[src/hdl/fuzzy_substring_subsequence_scorer_defines.svh]
// assertion macros for the fuzzy scorer
`ifndef FUZZY_SUBSTRING_SUBSEQUENCE_SCORER_DEFINES_SVH
`define FUZZY_SUBSTRING_SUBSEQUENCE_SCORER_DEFINES_SVH
// implication checked on every rising clock edge outside reset
`define FSS_ASSERT_IMP(label, ante, cons, msg) \
	label: assert property (@(posedge clk) disable iff (!arst_n) (ante) |-> (cons)) \
		else $error(msg);
// next-cycle implication checked outside reset
`define FSS_ASSERT_NEXT(label, ante, cons, msg) \
	label: assert property (@(posedge clk) disable iff (!arst_n) (ante) |=> (cons)) \
		else $error(msg);
`endif

[src/hdl/fss_pkg.sv]
// shared types and constants of the fuzzy scorer
package fss_pkg;
	localparam int QLEN_W = 6;
	localparam int SCORE_W = 14;
	localparam int PSCORE_W = 11;
	localparam int NREG = 5;
	localparam logic [2:0] REG_LEN = 3'd0;
	localparam logic [2:0] REG_Q0 = 3'd1;
	localparam logic [2:0] REG_Q1 = 3'd2;
	localparam logic [2:0] REG_Q2 = 3'd3;
	localparam logic [2:0] REG_Q3 = 3'd4;
	localparam logic [SCORE_W-1:0] SCORE_EXACT0 = 14'd10500;
	localparam logic [SCORE_W-1:0] SCORE_BASE = 14'd10000;
	localparam logic [SCORE_W-1:0] SCORE_BONUS = 14'd50;
	localparam logic [SCORE_W-1:0] SCORE_EMPTY = 14'd1;

	// beat passed from the front to the back
	typedef struct packed {
		logic [7:0] data;
		logic       last;
	} beat_t;
endpackage

[src/hdl/fss_front.sv]
// input stage: accepts target beats and pushes them into a two-entry queue
module fss_front (
	input  logic          clk,
	input  logic          arst_n,
	input  logic          in_valid,
	output logic          in_stall,
	input  logic [7:0]    target_byte,
	input  logic          target_end,
	output logic          q_valid,
	output fss_pkg::beat_t q_beat,
	input  logic          q_pop
);
	fss_pkg::beat_t mem_q [2];
	logic           wp_q, rp_q;
	logic [1:0]     cnt_q;
	logic           push;

	assign in_stall = (cnt_q == 2'd2);
	assign push = in_valid && !in_stall;
	assign q_valid = (cnt_q != 2'd0);
	assign q_beat = mem_q[rp_q];

	always_ff @(posedge clk or negedge arst_n) begin
		if (!arst_n) begin
			wp_q <= 1'b0;
			rp_q <= 1'b0;
			cnt_q <= 2'd0;
		end else begin
			if (push) wp_q <= ~wp_q;
			if (q_pop) rp_q <= ~rp_q;
			cnt_q <= cnt_q + {1'b0, push} - {1'b0, q_pop};
		end
	end

	always_ff @(posedge clk) begin
		if (push) begin
			mem_q[wp_q].data <= target_byte;
			mem_q[wp_q].last <= target_end;
		end
	end
endmodule

[src/hdl/fss_back.sv]
// match engine: window compare, subsequence scoring and result register
module fss_back #(
	parameter int QUERY_MAX  = 32,
	parameter int TARGET_MAX = 256
) (
	input  logic                        clk,
	input  logic                        arst_n,
	input  logic                        q_valid,
	input  fss_pkg::beat_t              q_beat,
	output logic                        q_pop,
	input  logic [fss_pkg::QLEN_W-1:0]  qlen,
	input  logic [255:0]                qbytes,
	output logic                        out_valid,
	input  logic                        out_stall,
	output logic                        matched,
	output logic [fss_pkg::SCORE_W-1:0] score,
	output logic                        substring_hit
);
	localparam int PW = (TARGET_MAX > 2) ? $clog2(TARGET_MAX) : 2;
	localparam logic [PW-1:0] PMAX = PW'(TARGET_MAX - 1);

	logic [7:0]  win_q [32];
	logic [7:0]  win_n [32];
	logic [PW-1:0] pos_q;
	logic        found_q;
	logic [PW-1:0] start_q;
	logic [5:0]  cur_q, run_q;
	logic [fss_pkg::PSCORE_W-1:0] ps_q;
	logic        bonus_q;
	logic [5:0]  len;
	logic        eq, sub_new, do_step, last;
	logic [7:0]  cur_byte;
	logic        f_n, b_n;
	logic [PW-1:0] s_n;
	logic [5:0]  c_n, r_n;
	logic [fss_pkg::PSCORE_W-1:0] p_n;
	logic        m_r;
	logic [fss_pkg::SCORE_W-1:0] sc_r;
	logic        h_r;

	assign len = (qlen > 6'(QUERY_MAX)) ? 6'(QUERY_MAX) : qlen;
	assign do_step = q_valid && !(out_valid && out_stall);
	assign q_pop = do_step;
	assign last = q_beat.last;

	always_comb begin
		win_n[0] = q_beat.data;
		for (int k = 1; k < 32; k++) win_n[k] = win_q[k-1];
		eq = 1'b1;
		for (int k = 0; k < 32; k++) begin
			if (6'(k) < len && win_n[k] != qbytes[8*(5'(len - 6'd1 - 6'(k)))+:8])
				eq = 1'b0;
		end
		sub_new = (len != 6'd0) && !found_q &&
			(({1'b0, pos_q} + (PW+1)'(1)) >= (PW+1)'(len)) && eq;
		f_n = found_q || sub_new;
		s_n = sub_new ? PW'(({1'b0, pos_q} + (PW+1)'(1)) - (PW+1)'(len)) : start_q;
		cur_byte = qbytes[8*cur_q[4:0]+:8];
		c_n = cur_q; r_n = run_q; p_n = ps_q; b_n = bonus_q;
		if (cur_q < len) begin
			if (q_beat.data == cur_byte) begin
				p_n = ps_q + 11'd5 + 11'(run_q) * 11'd3;
				if ({1'b0, pos_q} < (PW+1)'(3) && cur_q == 6'd0) b_n = 1'b1;
				c_n = cur_q + 6'd1;
				r_n = run_q + 6'd1;
			end else begin
				r_n = 6'd0;
			end
		end
		m_r = 1'b0; sc_r = '0; h_r = 1'b0;
		if (len == 6'd0) begin
			m_r = 1'b1; sc_r = fss_pkg::SCORE_EMPTY;
		end else if (f_n) begin
			m_r = 1'b1; h_r = 1'b1;
			if (s_n == '0) sc_r = fss_pkg::SCORE_EXACT0;
			else if (32'(s_n) < 32'd10000) sc_r = fss_pkg::SCORE_BASE - 14'(s_n);
		end else if (c_n >= len) begin
			m_r = 1'b1;
			sc_r = 14'(p_n) + (b_n ? fss_pkg::SCORE_BONUS : 14'd0);
		end
	end

	always_ff @(posedge clk or negedge arst_n) begin
		if (!arst_n) begin
			for (int k = 0; k < 32; k++) win_q[k] <= 8'd0;
			pos_q <= '0; found_q <= 1'b0; start_q <= '0;
			cur_q <= '0; run_q <= '0; ps_q <= '0; bonus_q <= 1'b0;
			out_valid <= 1'b0;
		end else begin
			// a new result may load in the cycle the old one leaves
			out_valid <= (do_step && last) || (out_valid && out_stall);
			if (do_step) begin
				if (last) begin
					for (int k = 0; k < 32; k++) win_q[k] <= 8'd0;
					pos_q <= '0; found_q <= 1'b0; start_q <= '0;
					cur_q <= '0; run_q <= '0; ps_q <= '0; bonus_q <= 1'b0;
				end else begin
					for (int k = 0; k < 32; k++) win_q[k] <= win_n[k];
					if (pos_q < PMAX) pos_q <= pos_q + PW'(1);
					found_q <= f_n; start_q <= s_n;
					cur_q <= c_n; run_q <= r_n; ps_q <= p_n; bonus_q <= b_n;
				end
			end
		end
	end

	always_ff @(posedge clk) begin
		if (do_step && last) begin
			matched <= m_r;
			score <= sc_r;
			substring_hit <= h_r;
		end
	end
endmodule

[src/hdl/fss_regs.sv]
// configuration registers behind the apb port
module fss_regs (
	input  logic                       clk,
	input  logic                       arst_n,
	input  logic                       psel,
	input  logic                       penable,
	input  logic                       pwrite,
	input  logic [5:0]                 paddr,
	input  logic [63:0]                pwdata,
	output logic [63:0]                prdata,
	output logic                       pready,
	output logic [fss_pkg::QLEN_W-1:0] qlen,
	output logic [255:0]               qbytes
);
	logic [5:0]  len_q;
	logic [63:0] qb_q [4];
	logic [2:0]  idx;
	logic        wr;

	assign pready = 1'b1;
	assign idx = paddr[5:3];
	assign wr = psel && penable && pwrite;
	assign qlen = len_q;
	assign qbytes = {qb_q[3], qb_q[2], qb_q[1], qb_q[0]};

	always_comb begin
		case (idx)
			fss_pkg::REG_LEN: prdata = {58'd0, len_q};
			fss_pkg::REG_Q0: prdata = qb_q[0];
			fss_pkg::REG_Q1: prdata = qb_q[1];
			fss_pkg::REG_Q2: prdata = qb_q[2];
			fss_pkg::REG_Q3: prdata = qb_q[3];
			default: prdata = 64'd0;
		endcase
	end

	always_ff @(posedge clk or negedge arst_n) begin
		if (!arst_n) begin
			len_q <= '0;
			for (int k = 0; k < 4; k++) qb_q[k] <= '0;
		end else if (wr) begin
			if (idx == fss_pkg::REG_LEN) len_q <= pwdata[5:0];
			else if (idx < 3'(fss_pkg::NREG)) qb_q[2'(idx - fss_pkg::REG_Q0)] <= pwdata;
		end
	end
endmodule

[src/hdl/fuzzy_substring_subsequence_scorer.sv]
// top level of the fuzzy substring / subsequence scorer
// channel  dir  handshake           payload
// in       in   in_valid/in_stall   target_byte, target_end
// out      out  out_valid/out_stall matched, score, substring_hit
// cfg      in   apb psel/penable    paddr, pwdata, prdata
// one target beat per cycle unless in_stall; the back engine steps once per beat
// a final beat goes through the queue, then the result register sets out_valid
// reset clears string state, queue pointers and config at once, no sweep
// out_stall holds the result register; the two-entry queue absorbs input
`include "fuzzy_substring_subsequence_scorer_defines.svh"
module fuzzy_substring_subsequence_scorer #(
	parameter int QUERY_MAX  = 32,
	parameter int TARGET_MAX = 256
) (
	input  logic        clk,
	input  logic        arst_n,
	input  logic        in_valid,
	output logic        in_stall,
	input  logic [7:0]  target_byte,
	input  logic        target_end,
	output logic        out_valid,
	input  logic        out_stall,
	output logic        matched,
	output logic [13:0] score,
	output logic        substring_hit,
	input  logic        psel,
	input  logic        penable,
	input  logic        pwrite,
	input  logic [5:0]  paddr,
	input  logic [63:0] pwdata,
	output logic [63:0] prdata,
	output logic        pready
);
	logic           q_valid, q_pop;
	fss_pkg::beat_t q_beat;
	logic [5:0]     qlen;
	logic [255:0]   qbytes;

	fss_regs u_regs (.clk, .arst_n, .psel, .penable, .pwrite, .paddr, .pwdata,
		.prdata, .pready, .qlen, .qbytes);
	fss_front u_front (.clk, .arst_n, .in_valid, .in_stall, .target_byte,
		.target_end, .q_valid, .q_beat, .q_pop);
	fss_back #(.QUERY_MAX(QUERY_MAX), .TARGET_MAX(TARGET_MAX)) u_back (
		.clk, .arst_n, .q_valid, .q_beat, .q_pop, .qlen, .qbytes,
		.out_valid, .out_stall, .matched, .score, .substring_hit);

	`FSS_ASSERT_IMP(a_no_pop_empty, q_pop, q_valid, "pop from empty queue")
	`FSS_ASSERT_IMP(a_hit_matched, out_valid && substring_hit, matched, "hit without match")
	`FSS_ASSERT_NEXT(a_out_hold, out_valid && out_stall, out_valid && $stable(score),
		"stalled result changed")
endmodule

[config.mk]
export PLATFORM = sky130hd
export DESIGN_NAME = fuzzy_substring_subsequence_scorer
export DESIGN_NICKNAME = d
export VERILOG_FILES = /design/src/hdl/fss_pkg.sv /design/src/hdl/fss_front.sv /design/src/hdl/fss_back.sv /design/src/hdl/fss_regs.sv /design/src/hdl/fuzzy_substring_subsequence_scorer.sv
export VERILOG_INCLUDE_DIRS = /design/src /design/src/hdl
export SDC_FILE = /design/constraint.sdc
export NUM_CORES = 2
export LEC_CHECK = 0
export ABC_AREA = 1
export ABC_CLOCK_PERIOD_IN_PS = 7100
export BUFFER_PORTS_ARGS = -buffer_cell sky130_fd_sc_hd__buf_4
export CAP_MARGIN = 20
export CORE_MARGIN = 3
export CORE_UTILIZATION = 33
export CTS_BUF_LIST = sky130_fd_sc_hd__clkbuf_4 sky130_fd_sc_hd__clkbuf_8
export CTS_CLUSTER_SIZE = 25
export DETAILED_ROUTE_END_ITERATION = 6
export PLACE_DENSITY = 0.44
export SLEW_MARGIN = 15
export SYNTH_ARGS = -nofsm -noshare
export SYNTH_HDL_FRONTEND = slang
export SYNTH_SLANG_ARGS = --single-unit
[constraint.sdc]
create_clock -name clk -period 7.1 [get_ports clk]
set_clock_uncertainty 0.15 [all_clocks]
set_input_delay 2.13 -clock clk [delete_from_list [all_inputs] [get_ports clk]]
set_output_delay 2.13 -clock clk [all_outputs]
set_load 0.05 [all_outputs]
After elaboration in Yosys (flattened, before gate mapping)
Memory sizes are Yosys's and may differ from the RTL's.
Cells that the tools add are included.
{"block": "totals", "regBits": 572, "ramBits": 18, "out_inout_bits": 83, "word_cells": 337, "memories": 1}
{"memory": "u_front.mem_q", "depth": 2, "width": 9, "rd": 1, "rd_clocked_by_memory_dff": 0, "wr": 1, "line": "fss_front.sv:13", "text": "fss_pkg::beat_t mem_q [2];"}
{"block": "op_classes", "add_sub_neg": 44, "mul": 1, "magnitude_cmp": 41, "n_eq_ne": 38, "shift": 33, "mux": 64, "bitwise": 4, "n_reduce_logical": 61}
{"op": "$shiftx A256 B9 Y8", "n": 33}
{"op": "$pmux W64 S5", "n": 1}
{"op": "$bwmux W256", "n": 1}
{"op": "$mux W256", "n": 1}
{"op": "$ne A8 B8 Y1", "n": 32}
{"op": "$demux W64 S2", "n": 1}
{"op": "$lt A5 B6 Y1 const A", "n": 16}
{"op": "$sub A5 B5 Y5 const B", "n": 16}
{"op": "$mux W64", "n": 1}
{"op": "$lt A4 B6 Y1 const A", "n": 8}
{"op": "$mux W6", "n": 8}
{"op": "$logic_and A1 B1 Y1", "n": 43}
{"op": "$mux W14", "n": 3}
{"op": "$mux W1", "n": 41}
{"op": "$sub A5 B4 Y5 const B", "n": 8}
{"op": "$mux W11", "n": 3}
{"op": "$mux W8", "n": 4}
{"op": "$lt A3 B6 Y1 const A", "n": 4}
{"op": "$sub A5 B3 Y5 const B", "n": 4}
{"op": "$add A11 B14 Y14", "n": 1}
{"op": "$sub A14 B8 Y14 const A", "n": 1}
{"op": "$add A6 B1 Y6 const B", "n": 2}
{"op": "$logic_not A6 Y1", "n": 2}
{"op": "$lt A1 B6 Y1 const A", "n": 2}
{"op": "37 further kinds", "n": 50}

Depth between registers and ports, before layout
{"block": "depth", "ltp_word": 43, "mapped_depth": 42}

By module
A second synthesis with hierarchy kept.
{"block": "hier_totals", "hier_cells": 8968, "area_unflattened_um2": 52495.3}
{"module": "fss_back", "instances": 1, "cells_each": 7338, "area_per_inst_um2": 39212.6}
{"module": "fss_regs", "instances": 1, "cells_each": 1555, "area_per_inst_um2": 12379.4}
{"module": "fss_front", "instances": 1, "cells_each": 75, "area_per_inst_um2": 903.4}

Least setup slack after synthesis
Ideal clock, no wire load.
{"block": "synth_path", "path_kind": "input -> output", "start": "in paddr[5]", "end": "out prdata[0]", "arrival_ps": 4523, "required_time_ps": 4820, "path_slack_ps": 297, "stages": 6, "path_buffers": 3, "cell_sequence": "clkbuf_1 nor3_1 clkbuf_1 buf_1 inv_1 o21ai_0"}
{"block": "synth_via", "elab_chain_cells": 2}
{"item": "from (decl)", "line": "fuzzy_substring_subsequence_scorer.sv:29", "text": "input logic [5:0] paddr,"}
{"item": "$eq A3 B3 Y1, or another cell as far along", "line": "fss_regs.sv:27", "text": "case (idx)"}
{"item": "$pmux W64 S5 (*)", "line": "fss_regs.sv:27"}
{"item": "to (decl)", "line": "fuzzy_substring_subsequence_scorer.sv:31", "text": "output logic [63:0] prdata,"}
Mark *: on every way between the ends. The rest lies on a longest branch, timed or not.

Final worst setup path
{"block": "layout_path", "start": "reg u_regs.len_q[1] (netlist: u_regs.qlen[1])", "end": "reg u_back.score[3] in the netlist's numbering, data pin"}
{"block": "layout_via", "elab_chain_cells": 43}
{"item": "from (decl)", "line": "fss_regs.sv:15", "text": "logic [5:0] len_q;"}
{"item": "from (signal assigned)", "line": "fss_regs.sv:42", "text": "if (idx == fss_pkg::REG_LEN) len_q <= pwdata[5:0];"}
{"item": "$gt A6 B6 Y1", "line": "fss_back.sv:41", "text": "assign len = (qlen > 6'(QUERY_MAX)) ? 6'(QUERY_MAX) : qlen;"}
{"item": "$mux W6 (*)", "line": "fss_back.sv:41"}
{"item": "$sub A5 B1 Y5", "line": "fss_back.sv:51", "text": "if (6'(k) < len && win_n[k] != qbytes[8*(5'(len - 6'd1 - 6'(k)))+:8])"}
{"item": "$sub A5 B1 Y5 / $shiftx A256 B9 Y8 (equally long branches)", "line": "fss_back.sv:51"}
{"item": "$shiftx A256 B9 Y8 / $ne A8 B8 Y1 (equally long branches)", "line": "fss_back.sv:51"}
{"item": "$ne A8 B8 Y1 / $logic_and A1 B1 Y1 (equally long branches)", "line": "fss_back.sv:51"}
{"item": "$logic_and A1 B1 Y1 / $mux W1 (equally long branches)", "line": "fss_back.sv:51"}
{"item": "$mux W1 (31 in a row)", "line": "fss_back.sv:51"}
{"item": "$logic_and A1 B1 Y1", "line": "fss_back.sv:55", "text": "(({1'b0, pos_q} + (PW+1)'(1)) >= (PW+1)'(len)) && eq;"}
{"item": "$mux W8", "line": "fss_back.sv:57", "text": "s_n = sub_new ? PW'(({1'b0, pos_q} + (PW+1)'(1)) - (PW+1)'(len)) : start_q;"}
{"item": "$sub A14 B8 Y14 / $logic_not A8 Y1 (equally long branches)", "line": "fss_back.sv:76, fss_back.sv:75"}
{"item": "$mux W14", "line": "fss_back.sv:75", "text": "if (s_n == '0) sc_r = fss_pkg::SCORE_EXACT0;"}
{"item": "$mux W14", "line": "fss_back.sv:73", "text": "end else if (f_n) begin"}
{"item": "to (signal assigned)", "line": "fss_back.sv:110", "text": "score <= sc_r;"}
{"item": "to (decl)", "line": "fss_back.sv:16", "text": "output logic [fss_pkg::SCORE_W-1:0] score,"}
Marked as above.
A chain may end at the register's enable or synchronous reset.

==> out/metrics.cfg <==
[status]
status=finished, violations left
violations=design-rule violations

[global_route]
grt_pass1_wl_mm=435
antenna_found_initial=15
grt_pass1_vias=54900
grt.total_usage=0.407
grt.overflow.total=0
grt_max_degree=161

[drt]
antenna_left=0
vias=59400
first_pass_iters=7
drc=3
wirelength_mm=319
first_iter_violations=8014
viasPerCell=6.02
wl_per_cell_um=32.3

[power_and_ir_drop]
p_seq_frac=0.139
p_int_uw=11700
p_leak_uw=0.0270
power.density_mw_per_mm2=583
p_comb_frac=0.736
ir_drop_uv=397
p_total_uw=32100
swShare=0.635
clock_power_share=0.125
p_switching_uw=20400

[critical_path]
path_class=reg -> reg
critPathCapture=u_back.score[3]$_SDFFCE_PP0P_
crit_top_cell=nand2_1
arrival_ns=7.28
worstSetupEndpointType=flip-flop
crit_start=u_regs.qlen[1]$_DFFE_PN0P_
max_stage_delay_ns=0.60
worstSetupStartpointType=flip-flop
cp_max_fo=20
timing.rr.end=u_back.score[3]$_SDFFCE_PP0P_
r2r-start=u_regs.qlen[1]$_DFFE_PN0P_
ff2ff_path_depth=30
r2r_setup_slack_ns=0.28
worst_path_max_delay_cell=dfrtp_1
critical_path_required_ns=7.56

[layout]
n_fill_cell=16200
layout-drive-gt1-share=0.0862
area_growth_pct=12.6
final_nets=8010
instances_no_fill=9872

[logic_synthesis]
synth_top_area_frac=0.284
synth-edff-count=32
yosysSeqAreaShare=0.304
yosysTopAreaCell=dfrtp_1
synth_ff_type=dfrtp_1
synthesis.nets=8015
syn_inst=7864
synthTopCellsByArea=dfrtp_1 28%, nand3_1 24%, nand2_1 18%
ys_ff_latch=588
async_flop_share=0.946
syn_avg_cell_area_sq_um=6.22
netlist_area_sq_mm=0.0489
ys_warn_count=0
yosysUniqueCellTypes=60

[timing]
finalWorstPathRequiredPeriod_ns=6.82
setup_tns_ns=0
setup_viol=0
fmaxAchievable_mhz=147
final.period_utilization=0.961
hold_ws_ns=0.339
layout_setup_ws_ns=0.280
final_hold_viol_count=0
grt_setup_unrepaired=no
relSlewSlack=0.331
slew_violations=0
tightest_slew_ns=0.997

[die]
die_y_um=391
die_w_um=391
dieArea_sq_mm=0.153
floorplan.initialDensity=0.334
row_count=140
io_pins=169
core-area_sq_mm=0.146

[placement]
dp.cells=9654
pre_cts_slack_ns=0.497
globalplace.congestion=1.08
dp_hpwl_mm=250
portBuffers=163

[run]
max_cap_violations=0

[worst_hold_path]
hold_class=reg -> reg
hp-start=u_regs.qbytes[175]$_DFFE_PN0P_

[clock_tree]
cts_resized=0
clkTransAtPathRegs_ns=0.07
cts_hold_buf=0
htreeDepth=3
post_cts_buffers=0
insertion_delay_ns=0.87
cts.sinks=588
cts_tree=built
numCtsBuffers=120
clk_path_buf_depth=3
clockRootBuffer=clkbuf_8

[cell usage after synthesis (22+ instances only)]
cell and instances:
o21ai_0 451, o21ai_1 29, xor2_1 34, buf_1 66
nand2_1 2308, o22ai_1 337, nand3_1 2304, buf_2 125
a21oi_1 165, nor2_1 156, buf_4 22, clkbuf_1 263
inv_2 29, inv_1 696, edfxtp_1 32, ha_1 58
nand4_1 30, dfrtp_1 556, a221o_1 56
[per-layer routing]
layer  GRT usage  wire [um]  share of wire
met2       0.620     136000           0.43
met4       0.328      31900           0.10
met1       0.505     125000           0.39
met5           0         46        0.00014
met3      0.0731      25800          0.081
[cells by family (layout without fill, tap and decap cells)]
family,Yosys count,count (layout),share of synthesized area
simple gates,4865,4865,0.439
xor+xnor,49,49,0.0108
fa+ha+maj,65,65,0.0177
other cells,2,8,0.000154
buf+inv,1214,1299,0.0995
compound gates,1081,1081,0.129
flops,588,588,0.304
[power by group through the flow]
stage	logic, uW	registers, uW	clock network, uW
finish	23600	4470	4000
detailed placement	22600	4500	0
floorplan	13000	4310	0
global route	24800	4500	4180
global placement	22600	4500	0
CTS	22700	4440	4070
[critical path, delay by kind of cell, from the launching register on]
kind | cells | cell delay [ns]
fa+ha+maj | 2 | 0.54
buf+inv | 5 | 1.37
compound gates | 3 | 0.80
simple gates | 20 | 3.04
flops | 1 | 0.60
[layout make-up]
class                           instances  area (sq um)  area share
Inverter                              729          2760      0.0501
Timing Repair Buffer                  358          3170      0.0575
Antenna cell                            6          15.0    0.000273
Sequential cell                       588         14900       0.270
Tap cell                             1917          2400      0.0435
Multi-Input combinational cell       6062         29300       0.532
Clock inverter                         25           270     0.00491
Clock buffer                          187          2290      0.0416
[worst min path at each step]
stage / to / slack (ns) / depth (start not counted)
finish: u_regs.qbytes[175]$_DFFE_PN0P_ / 0.34 / 2
global route: u_regs.qbytes[175]$_DFFE_PN0P_ / 0.37 / 2
CTS: u_back.start_q[4]$_DFFE_PN0P_ / 0.34 / 2
detailed placement: u_back.start_q[4]$_DFFE_PN0P_ / 0.32 / 2
global placement: u_back.start_q[4]$_DFFE_PN0P_ / 0.32 / 2
floorplan: u_regs.qbytes[136]$_DFFE_PN0P_ / 0.30 / 2
[per-stage QoR]
| stage | utilization | area [sq um] |
|---|---|---|
| 2_1_floorplan | - | 48900 |
| 3_3_place_gp | 0.358 | 52500 |
| 3_5_place_dp | 0.359 | 52500 |
| 4_1_cts | 0.376 | 55100 |
| 5_1_grt | 0.376 | 55100 |
| 6_report | 0.376 | 55100 |
[sequential cells by signal, indices dropped and copies added (netlist names)]
register              cells
u_back.out_valid          1
u_back.run_q              6
u_front.mem_q            18
u_back.ps_q              11
u_back.score             12
u_front.wp_q              1
u_back.win_n            248
u_back.matched            1
u_back.pos_q              8
u_front.cnt_q             2
u_back.start_q            8
u_regs.qbytes           256
u_regs.qlen               6
u_back.cur_q              6
u_back.found_q            1
u_front.rp_q              1
u_back.substring_hit      1
u_back.bonus_q            1
[cell usage in the layout (no fill, tap or decap), drive strengths merged, types with 2 or more instances in the layout]
master / n
a31oi: 2
a21o: 2
clkinvlp: 3
dfrtp: 556
o21ai: 486
nand4: 30
xnor2: 10
diode: 6
clkinv: 17
fa: 7
or2: 11
conb: 2
nor4: 2
a21oi: 168
clkbuf: 187
a221o: 56
o2111ai: 3
o22ai: 337
nand3b: 2
edfxtp: 32
o21a: 3
xor2: 39
nand3: 2308
bufinv: 5
inv: 729
ha: 58
a22o: 5
buf: 358
o211ai: 2
nor3: 13
o21bai: 5
a221oi: 7
and2: 3
nor2: 166
a21boi: 2
nand2: 2329
(Power assumes the default switching activity.)
